`src/dlse_pkg.sv`:
```
// ---------------------------------------------------------------------------
// dlse_pkg
// Shared types and constants for the DCT coefficient LSB hidden-bit engine.
// ---------------------------------------------------------------------------
`default_nettype none

package dlse_pkg;

	localparam int COEF_BITS_DEF  = 12;
	localparam int COUNT_BITS_DEF = 24;

	localparam int THR_W   = 12;
	localparam int START_W = 20;
	localparam int LEN_W   = 21;
	localparam int SKIP_W  = START_W + 3;
	localparam int BITS_W  = LEN_W + 3;
	localparam int CAP_W   = 21;
	localparam int CFG_W   = 21;
	localparam int CFG_IDX_W = 2;

	localparam logic [CAP_W-1:0] CAP_MAX = {CAP_W{1'b1}};

	localparam logic [CFG_IDX_W-1:0] REG_THRESHOLD    = 2'd0;
	localparam logic [CFG_IDX_W-1:0] REG_MODE         = 2'd1;
	localparam logic [CFG_IDX_W-1:0] REG_START_BYTE   = 2'd2;
	localparam logic [CFG_IDX_W-1:0] REG_LENGTH_BYTES = 2'd3;

	typedef struct packed {
		logic signed [THR_W-1:0] threshold;
		logic                    mode;
		logic [START_W-1:0]      start_byte;
		logic [LEN_W-1:0]        length_bytes;
	} cfg_t;

	typedef struct packed {
		logic             bit_taken;
		logic [7:0]       data_byte;
		logic             byte_valid;
		logic             pass_end;
		logic             status;
		logic [CAP_W-1:0] capacity_bytes;
	} res_flags_t;

endpackage : dlse_pkg

`default_nettype wire

```
`src/dlse_core.sv`:
```
// ---------------------------------------------------------------------------
// dlse_core
// Pass state (skip, bit and eligible counters, byte accumulator) and the
// per-coefficient decision: eligibility, LSB replace or LSB collect.
// ---------------------------------------------------------------------------
`default_nettype none

module dlse_core import dlse_pkg::*; #(
	parameter int COEF_BITS  = COEF_BITS_DEF,
	parameter int COUNT_BITS = COUNT_BITS_DEF
) (
	input  wire logic                        clk,
	input  wire logic                        arst_n,
	input  wire logic                        en,
	input  wire cfg_t                        cfg,
	input  wire logic signed [COEF_BITS-1:0] coeff,
	input  wire logic                        payload_bit,
	input  wire logic                        first,
	input  wire logic                        last,
	output logic signed [COEF_BITS-1:0]      coeff_out,
	output res_flags_t                       res
);

	localparam int CMP_W = (COEF_BITS > THR_W) ? COEF_BITS : THR_W;

	logic [SKIP_W-1:0]     skip_q,  skip_cur,  skip_nxt;
	logic [BITS_W-1:0]     bits_q,  bits_cur,  bits_nxt, total;
	logic [7:0]            acc_q,   acc_cur,   acc_nxt,  acc_or;
	logic [COUNT_BITS-1:0] cnt_q,   cnt_cur,   cnt_nxt;
	logic signed [CMP_W-1:0] coeff_x, thr_x;
	logic                  elig, touch, span_ok;
	logic [2:0]            pos;
	logic [31:0]           cnt_w, cap_w;

	always_comb begin
		skip_cur = first ? {cfg.start_byte, 3'b000} : skip_q;
		bits_cur = first ? '0 : bits_q;
		acc_cur  = first ? '0 : acc_q;
		cnt_cur  = first ? '0 : cnt_q;
		total    = {cfg.length_bytes, 3'b000};

		coeff_x = CMP_W'(coeff);
		thr_x   = CMP_W'(cfg.threshold);
		elig    = coeff_x > thr_x;

		cnt_nxt  = (elig && (cnt_cur != '1)) ? cnt_cur + 1'b1 : cnt_cur;
		skip_nxt = (elig && (skip_cur != '0)) ? skip_cur - 1'b1 : skip_cur;
		touch    = elig && (skip_cur == '0) && (bits_cur < total);
		bits_nxt = touch ? bits_cur + 1'b1 : bits_cur;
		pos      = bits_cur[2:0];

		coeff_out = coeff;
		res       = '0;
		acc_or    = acc_cur | (8'(coeff[0]) << pos);
		acc_nxt   = acc_cur;
		if (touch) begin
			if (cfg.mode) begin
				coeff_out     = {coeff[COEF_BITS-1:1], payload_bit};
				res.bit_taken = 1'b1;
			end else if (pos == 3'd7) begin
				res.data_byte  = acc_or;
				res.byte_valid = 1'b1;
				acc_nxt        = '0;
			end else begin
				acc_nxt = acc_or;
			end
		end

		span_ok = (skip_nxt == '0) && (bits_nxt >= total);
		cnt_w   = 32'(cnt_nxt);
		cap_w   = cnt_w >> 3;
		res.pass_end = last;
		if (last) begin
			res.status         = !span_ok;
			res.capacity_bytes = (cap_w > 32'(CAP_MAX)) ? CAP_MAX : cap_w[CAP_W-1:0];
		end
	end

	always_ff @(posedge clk or negedge arst_n) begin
		if (!arst_n) begin
			skip_q <= '0;
			bits_q <= '0;
			acc_q  <= '0;
			cnt_q  <= '0;
		end else if (en) begin
			skip_q <= skip_nxt;
			bits_q <= bits_nxt;
			acc_q  <= acc_nxt;
			cnt_q  <= cnt_nxt;
		end
	end

endmodule : dlse_core

`default_nettype wire

```
`src/dct_lsb_stego_embed_extract_top.sv`:
```
// ---------------------------------------------------------------------------
// dct_lsb_stego_embed_extract_top
// Hidden-bit embed/extract engine over a stream of quantized DCT coefficients.
//
// Input channel (in_valid/in_ready) takes one word per coefficient with its
// payload bit and first/last pass marks. Output channel (out_valid/out_ready)
// returns one word per coefficient: the coefficient (LSB replaced in embed
// mode), bit_taken, extracted byte with byte_valid, and at the last word of a
// pass the capacity in bytes and the fit status.
// The input register holds an accepted word; its result is loaded into the
// output register when the word advances.
// Throughput: one word per cycle while the output is not stalled; the only
// loop is the counter/accumulator update, registered in dlse_core.
// Stall: while out_valid is high and out_ready is low the output holds,
// the input register keeps its word and in_ready drops once it is occupied.
// Reset clears all counters and loads threshold 1, extract mode, start
// byte 0 and length 1. Configuration writes (cfg_we) must be made only
// while no word is in flight; the block itself does not enforce this.
// ---------------------------------------------------------------------------
`default_nettype none

module dct_lsb_stego_embed_extract_top import dlse_pkg::*; #(
	parameter int COEF_BITS  = COEF_BITS_DEF,
	parameter int COUNT_BITS = COUNT_BITS_DEF
) (
	input  wire logic                        clk,
	input  wire logic                        arst_n,
	input  wire logic                        cfg_we,
	input  wire logic [CFG_IDX_W-1:0]        cfg_idx,
	input  wire logic [CFG_W-1:0]            cfg_wdata,
	input  wire logic                        in_valid,
	output logic                             in_ready,
	input  wire logic signed [COEF_BITS-1:0] coeff,
	input  wire logic                        payload_bit,
	input  wire logic                        first,
	input  wire logic                        last,
	output logic                             out_valid,
	input  wire logic                        out_ready,
	output logic signed [COEF_BITS-1:0]      coeff_out,
	output logic                             bit_taken,
	output logic [7:0]                       data_byte,
	output logic                             byte_valid,
	output logic                             pass_end,
	output logic                             status,
	output logic [CAP_W-1:0]                 capacity_bytes
);

	cfg_t cfg_q;

	logic                        valid_s1;
	logic signed [COEF_BITS-1:0] coeff_s1;
	logic                        pbit_s1, first_s1, last_s1;
	logic                        advance;
	logic signed [COEF_BITS-1:0] core_coeff;
	res_flags_t                  core_res, res_q;
	logic signed [COEF_BITS-1:0] coeff_q;

	always_ff @(posedge clk or negedge arst_n) begin
		if (!arst_n) begin
			cfg_q.threshold    <= 12'sd1;
			cfg_q.mode         <= 1'b0;
			cfg_q.start_byte   <= '0;
			cfg_q.length_bytes <= LEN_W'(1);
		end else if (cfg_we) begin
			case (cfg_idx)
				REG_THRESHOLD:    cfg_q.threshold    <= cfg_wdata[THR_W-1:0];
				REG_MODE:         cfg_q.mode         <= cfg_wdata[0];
				REG_START_BYTE:   cfg_q.start_byte   <= cfg_wdata[START_W-1:0];
				REG_LENGTH_BYTES: cfg_q.length_bytes <= cfg_wdata[LEN_W-1:0];
				default: begin
				end
			endcase
		end
	end

	assign advance  = valid_s1 && (!out_valid || out_ready);
	assign in_ready = !valid_s1 || advance;

	always_ff @(posedge clk or negedge arst_n) begin
		if (!arst_n) begin
			valid_s1 <= 1'b0;
		end else if (in_ready) begin
			valid_s1 <= in_valid;
		end
	end

	always_ff @(posedge clk) begin
		if (in_ready && in_valid) begin
			coeff_s1 <= coeff;
			pbit_s1  <= payload_bit;
			first_s1 <= first;
			last_s1  <= last;
		end
	end

	dlse_core #(
		.COEF_BITS  (COEF_BITS),
		.COUNT_BITS (COUNT_BITS)
	) u_core (
		.clk         (clk),
		.arst_n      (arst_n),
		.en          (advance),
		.cfg         (cfg_q),
		.coeff       (coeff_s1),
		.payload_bit (pbit_s1),
		.first       (first_s1),
		.last        (last_s1),
		.coeff_out   (core_coeff),
		.res         (core_res)
	);

	always_ff @(posedge clk or negedge arst_n) begin
		if (!arst_n) begin
			out_valid <= 1'b0;
		end else if (!out_valid || out_ready) begin
			out_valid <= valid_s1;
		end
	end

	always_ff @(posedge clk) begin
		if (advance) begin
			coeff_q <= core_coeff;
			res_q   <= core_res;
		end
	end

	assign coeff_out      = coeff_q;
	assign bit_taken      = res_q.bit_taken;
	assign data_byte      = res_q.data_byte;
	assign byte_valid     = res_q.byte_valid;
	assign pass_end       = res_q.pass_end;
	assign status         = res_q.status;
	assign capacity_bytes = res_q.capacity_bytes;

endmodule : dct_lsb_stego_embed_extract_top

`default_nettype wire
```
`config.mk`:
```
export PLATFORM = sky130hd
export DESIGN_NAME = dct_lsb_stego_embed_extract_top
export DESIGN_NICKNAME = d
export VERILOG_FILES = /design/src/dlse_pkg.sv /design/src/dlse_core.sv /design/src/dct_lsb_stego_embed_extract_top.sv
export SDC_FILE = /design/constraint.sdc
export NUM_CORES = 1
export LEC_CHECK = 0
export BUFFER_PORTS_ARGS = -buffer_cell sky130_fd_sc_hd__buf_2
export CAP_MARGIN = 10
export CORE_MARGIN = 5
export CORE_UTILIZATION = 31
export DETAILED_ROUTE_END_ITERATION = 12
export MAX_ROUTING_LAYER = met4
export PLACE_DENSITY_LB_ADDON = 0.25
export REMOVE_ABC_BUFFERS = 1
export SYNTH_ARGS = -nofsm -noshare
export SYNTH_HDL_FRONTEND = slang
export SYNTH_SLANG_ARGS = --single-unit
```
`constraint.sdc`:
```
create_clock -name clk -period 14.8 [get_ports clk]
set_input_delay 1.48 -clock clk [delete_from_list [all_inputs] [get_ports clk]]
set_output_delay 1.48 -clock clk [all_outputs]
set_load 0.02 [all_outputs]
```
==> impl_metrics.toml, run 1 <==
[outcome]
status = "finished clean"

[place]
io_buffers = 89
place.gp.congestion = 0.866
dp_hpwl_um = 20800

[clock_tree]
cts_tree = "built"
cts.sinks = 195
clk_path_buf_depth = 2
cts_root_buf = "clkbuf_16"
postCtsHoldBufs = 0
cts_setup_buffers = 0
cts-htree-levels = 4
clk_pin_slew_ps = 80
clock_latency_ps = 450
post_cts_resized = 0
cts_made_buffers = 17

[critical_path]
critPathSlowestCell = "or4_4"
end_kind = "register"
max_stage_delay_ps = 690
setup.worst_path.start = "first_s1"
timing_worst_setup_path_type = "register to register"
cp_cell_sequence = "buf_12 -> or4_4 -> a222oi_1 -> o2111a_2 -> nand3_2 -> nor4_4 -> nand4_1 -> nor4b_2 -> xor2_1 -> ha_1 -> and3_1 -> nand3_1 -> nor3_1 -> nand4_1 -> o21a_1 -> o41a_1"
start_kind = "register"
cp_common_cell = "nand4_1"
reg2reg_from = "first_s1"
worstPathRequired_ps = 15010
crit_fanout = 154
cp.arrival_ps = 6100

[sta]
finClkSkew_ps = 16.3
tns_ps = 0
hold_violations = 0
tightestPinTransition_ps = 1190
timing.final.crit_period_ps = 5890
period_share = 0.398
max_freq_mhz = 170
grt_setup_unrepaired = "no"
maxSlewHeadroom = 0.205
slew_viol_final = 0
setup_viol = 0

[power]
sw_frac_of_total = 0.331
clkPwrFrac = 0.307
internal-power_mw = 1.01
power_switching_mw = 0.499
power_density_nw_per_um2 = 117
ir_drop_mv = 0.0814
power.leakage_nw = 5.46
combPwrFrac = 0.227
seq_power_share = 0.466

[floorplan]
ios = 90
dieArea_um2 = 40700
die_y_um = 202
die_width_um = 202
rows = 70
core_um2 = 36400
start_util = 0.312

[synthesis]
synth_fa_ha_area_frac = 0.0638
synth-seq-cells = 195
synth_cells = 1167
synthDistinctLibCells = 67
yosys.area_share.simple = 0.207
synth-main-ff-cell = "dfrtp_1"
syn_area_um2 = 11400
yosysWarningCount = 0
avgSynthCellArea_um2 = 9.75
synth_xor_xnor_area_share = 0.0515
synth_top_family_by_area = "simple AND/OR/NAND/NOR gates"
synthMuxAreaShare = 0.0879
synth_edf_count = 60
synth_compound_area_frac = 0.0987
synth-async-reset-ratio = 0.692
ys_seq_area_frac = 0.455

[drt]
firstDrtPassIters = 5
drt-initial-drc-count = 467
drc = 0
avgRoutedWirePerCell_um = 17.0
avgViaCountPerCell = 5.03
vias = 8650
final_antenna_net_count = 0
drt_wl_total_um = 29200

[global_routing]
grt_pass1_wl_um = 47000
grt_max_degree = 155
grt_use_total = 0.147
grt_overflow_total = 0
grt_pass1_vias = 8520
grt_antenna_before_repair = 3

[finish]
drive_gt1_frac = 0.163
area_delta_synth_final_pct = 13.3
multi_input_area_um2 = 5800
num-fill-cells = 3732
fin_nets = 1338
final_util = 0.354
register_area_um2 = 5180

[min_path]
min_from = "coeff_s1[10]"
worstHoldPathType = "register to register"

[flow_run]
max-cap-violations = 0
==> synthesized netlist by cell type (5+ instances only) <==
master | number | share of area
nor3_1 | 54 | 0.024
nor4_1 | 6 | 0.0033
buf_1 | 6 | 0.0020
and3_1 | 12 | 0.0066
o211ai_1 | 5 | 0.0033
xor2_1 | 22 | 0.017
or4_1 | 5 | 0.0033
mux2i_1 | 37 | 0.033
nand3_1 | 28 | 0.012
nor3b_1 | 5 | 0.0033
xnor2_1 | 45 | 0.035
or3_1 | 8 | 0.0044
dfrtp_1 | 133 | 0.29
a22oi_1 | 6 | 0.0040
nor2_1 | 102 | 0.034
and2_1 | 19 | 0.010
nor2b_1 | 33 | 0.018
nand4_1 | 25 | 0.014
mux2_2 | 56 | 0.055
o21ai_0 | 72 | 0.032
a21o_1 | 12 | 0.0079
inv_1 | 59 | 0.019
nand2_1 | 132 | 0.044
edfxtp_1 | 60 | 0.16
a21oi_1 | 41 | 0.018
o2bb2ai_1 | 9 | 0.0069
nand2b_1 | 9 | 0.0049
clkbuf_1 | 36 | 0.012
ha_1 | 58 | 0.064
o22ai_1 | 7 | 0.0038
a211oi_1 | 5 | 0.0033
==> area by class of cell <==
cell class,instances,share of cell area
Antenna cell,2,0.000388
Sequential cell,195,0.402
Clock buffer,20,0.0362
Inverter,60,0.0176
Timing Repair Buffer,96,0.0401
Tap cell,468,0.0454
Multi-Input combinational cell,867,0.450
Clock inverter,12,0.00863
==> stage by stage <==
| stage | total power [mW] | hold WS, ps | setup slack (ps) | area [um^2] | std cells |
|---|---|---|---|---|---|
| 3_3_place_gp | 1.05 | 448 | 9230 | 12300 | 1686 |
| 2_1_floorplan | 0.939 | 431 | 6710 | 11200 | 1122 |
| 3_5_place_dp | 1.05 | 448 | 9030 | 12300 | 1686 |
| 4_1_cts | 1.53 | 468 | 9020 | 12900 | 1718 |
| 6_report | 1.51 | 466 | 8910 | 12900 | 1720 |
| 5_1_grt | 1.60 | 485 | 8590 | 12900 | 1720 |
==> registers in the layout (all words and copies together), names as in the netlist, 8 cells and up <==
signal,cells
u_core.bits_q,24
u_core.acc_q,8
capacity_bytes,21
cfg_q,54
u_core.cnt_q,24
data_byte,8
coeff_out,12
coeff_s1,12
u_core.skip_q,23
==> cells in the final DEF, fill, tap and decap left out, types with 6 or more instances in the layout <==
cell	netlist	routed
a21o_1	12	12
a21oi_1	41	41
a22oi_1	6	6
and2_1	19	19
and3_1	12	12
buf_2	1	88
buf_4	0	6
clkbuf_16	0	17
dfrtp_1	133	133
edfxtp_1	60	60
ha_1	58	58
inv_1	59	59
mux2_2	56	56
mux2i_1	37	37
nand2_1	132	131
nand2b_1	9	9
nand3_1	28	28
nand4_1	25	25
nor2_1	102	102
nor2b_1	33	33
nor3_1	54	54
nor4_1	6	6
o21ai_0	72	72
o22ai_1	7	7
o2bb2ai_1	9	9
or3_1	8	8
xnor2_1	45	45
xor2_1	22	22
==> routing by layer <==
layer | share of wire | GRT usage | vias to the layer above
li1 | - | - | 4280
met1 | 0.50 | 0.205 | 4157
met2 | 0.44 | 0.220 | 184
met3 | 0.044 | 0.0321 | 29
met4 | 0.015 | 0.0364 | 0
met5 | 0 | - | -
==> worst max-delay path, delay by kind of cell, from the launching register on <==
| kind | cells | cell delay (ps) |
|---|---|---|
| and+or+nand+nor | 9 | 2830 |
| buffers and inverters | 1 | 220 |
| adders and majority gates | 1 | 310 |
| AOI/OAI and AO/OA | 4 | 1520 |
| DFF | 1 | 410 |
| xor gates and xnor gates | 1 | 120 |
==> cell families after synthesis <==
| logic type | count (synthesis) |
|---|---|
| muxes | 93 |
| adders and majority gates | 58 |
| DFF | 195 |
| AOI/OAI and AO/OA | 184 |
| and+or+nand+nor | 465 |
| buffers and inverters | 105 |
| xor gates and xnor gates | 67 |
==> final timing paths <==
kind | to | slack [ps] | depth (start not counted)
setup / recovery | status | 8910 | 16
hold / removal | coeff_out[10] | 470 | 0
setup reg to reg | status | 8910 | 16
hold reg to reg | coeff_out[10] | 470 | 0
max in group asynchronous | u_core.skip_q[16] | 12450 | 2
min in group asynchronous | u_core.cnt_q[4] | 1100 | 1
==> power groups by stage <==
stage	Combinational (mW)	Clock [mW]	Sequential (mW)
CTS	0.345	0.482	0.701
detailed placement	0.343	0	0.712
finish	0.342	0.463	0.702
global route	0.387	0.501	0.712
floorplan	0.234	0	0.705
global placement	0.339	0	0.710
No activity file was read; power rests on OpenSTA's default activity.
==> inputs of run 2 (changes only) <==
ABC_AREA = 1   (was default)
clock period = 5.67 ns   (was 14.8 ns; I/O delays follow)
==> impl_metrics.toml, run 2 <==
[drt]
final_antenna_net_count = 0
avgViaCountPerCell = 4.70
avgRoutedWirePerCell_um = 15.1
vias = 9653
firstDrtPassIters = 5
drc = 0
drt_wl_total_um = 31000
drt-initial-drc-count = 702

[power]
power_density_nw_per_um2 = 325
power.leakage_nw = 6.01
report.power.total_mw = 4.23
ir_drop_mv = 0.230

[sta]
slew_viol_final = 0
maxSlewHeadroom = 0.396
period_share = 0.868
max_freq_mhz = 203
setup_viol = 0
tightestPinTransition_ps = 906
timing.final.crit_period_ps = 4920
grt_setup_unrepaired = "no"
tns_ps = 0
finClkSkew_ps = 17.2
hold_violations = 0
setup_slack_ps = 749

[global_routing]
grt_use_total = 0.156
grt_pass1_vias = 9329
grt_max_degree = 95
grt_antenna_before_repair = 0
grt_pass1_wl_um = 50000
grt_overflow_total = 0

[synthesis]
avgSynthCellArea_um2 = 7.65
synth.largest_area_cell = "dfrtp_1"
synth-seq-cells = 195
syn_area_um2 = 11500
ys_seq_area_frac = 0.451
synth-async-reset-ratio = 0.692
synth-main-ff-cell = "dfrtp_1"
synth_edf_count = 60
yosysWarningCount = 0
synth_common_cells = "nand2_1 (404), inv_1 (210), nor2_1 (197)"
synth_top_area_frac = 0.290
ys_top_cells_by_area = "dfrtp_1 (29%), edfxtp_1 (16%), nand2_1 (13%)"
synth_cells = 1500
synth.most_common_cell = "nand2_1"
synthDistinctLibCells = 41

[critical_path]
crit_fanout = 52
end_kind = "register"
worstPathRequired_ps = 5850
timing_worst_setup_path_type = "register to register"
start_kind = "register"
cp.arrival_ps = 5100

[clock_tree]
clk_path_buf_depth = 2
cts_made_buffers = 17
cts_tree = "built"
cts_root_buf = "clkbuf_16"
postCtsHoldBufs = 0
clock_latency_ps = 450
clk_pin_slew_ps = 80
cts_setup_buffers = 0
post_cts_resized = 0
cts-htree-levels = 4
cts.sinks = 195

[min_path]
worstHoldPathType = "primary input to asynchronous set/reset pin"

[place]
place.gp.congestion = 0.924
preCtsSetupSlack_ps = 753
dp_hpwl_um = 22900
place_area_um2 = 12400
io_buffers = 89

[finish]
finalInstanceArea_um2 = 13000
final_common_cell = "nand2_1"
area_delta_synth_final_pct = 13.4
final_cell_mix = "nand2_1 (403), inv_1 (209), nor2_1 (197)"
fin_nets = 1674
final_util = 0.356
register_area_um2 = 5180
drive_gt1_frac = 0.0996
multi_input_area_um2 = 5270
num-fill-cells = 3854
largest_registers = "cfg_q x54, u_core.bits_q x24, u_core.cnt_q x24"
largest_reg_flops = 54
largest_register = "cfg_q"
antenna_cells = 0

[outcome]
status = "finished clean"

[floorplan]
die_width_um = 202
rows = 70
ios = 90
die_y_um = 202
start_util = 0.314
core_um2 = 36600
dieArea_um2 = 41000

[flow_run]
max-cap-violations = 0
==> run 2: layout make-up <==
type | instances | area share
clock buffer | 18 | 0.0330
clock inverter | 14 | 0.0148
tap | 468 | 0.0450
multi-input combinational | 1040 | 0.405
sequential | 195 | 0.398
inverter | 220 | 0.0635
timing repair buffer | 99 | 0.0405
==> run 2: metrics by stage <==
stage / std cells / hold slack [ps]
CTS: 2054 / 256
detailed placement: 2022 / 441
global placement: 2022 / 435
floorplan: 1455 / 271
global route: 2054 / 255
finish: 2054 / 205
==> run 2: final timing paths <==
kind / startpoint / endpoint / slack (ps) / cells after the start
max: first_s1 / status / 750 / 26
min: arst_n / cfg_q[49] / 200 / 1
max reg2reg: first_s1 / status / 750 / 26
min reg2reg: coeff_s1[2] / coeff_out[2] / 460 / 0
max in group asynchronous: arst_n / u_core.cnt_q[15] / 4300 / 2
min in group clk: coeff[7] / coeff_s1[7] / 280 / 1
==> run 2: metal layers <==
metal / vias up / global-route usage / routed length [um]
met5: - / - / 0
met4: 0 / 0.0371 / 532
met3: 38 / 0.0255 / 1320
met2: 191 / 0.257 / 14800
met1: 4486 / 0.203 / 14300
li1: 4938 / - / -
==> run 2: logic make-up after synthesis <==
kind of cell	Yosys count	synth area share
AOI/OAI and AO/OA	207	0.0952
DFF	195	0.451
adders and majority gates	58	0.0632
and+or+nand+nor	719	0.257
xor gates and xnor gates	56	0.0427
buffers and inverters	265	0.0904
==> run 2: report_power, final <==
| part | switching (mW) | leakage (nW) | total [mW] | internal [mW] |
|---|---|---|---|---|
| Clock | 0.623 | 0.296 | 1.30 | 0.677 |
| Combinational | 0.829 | 3.37 | 1.17 | 0.346 |
| Sequential | 0.103 | 2.34 | 1.76 | 1.66 |
==> run 2: worst max-delay path, stage by stage, from the launching register on <==
cell and delay, ps:
edfxtp_1 390, buf_4 530, nor2_1 210, ha_1 350, nand2_1 70, inv_1 50
o21ai_0 70, nand2_1 60, a21oi_1 40, nor2_1 120, nor2_1 100, nand3_1 170
clkinv_1 470, o21ai_0 400, inv_1 70, ha_1 290, nand2_1 70, nor2_1 130
nand4_1 130, nor4_1 270, o21ai_0 160, o211ai_1 110, nor2_1 60, nand2_1 100
nand3_1 70, nor2_1 90, nor2_1 40
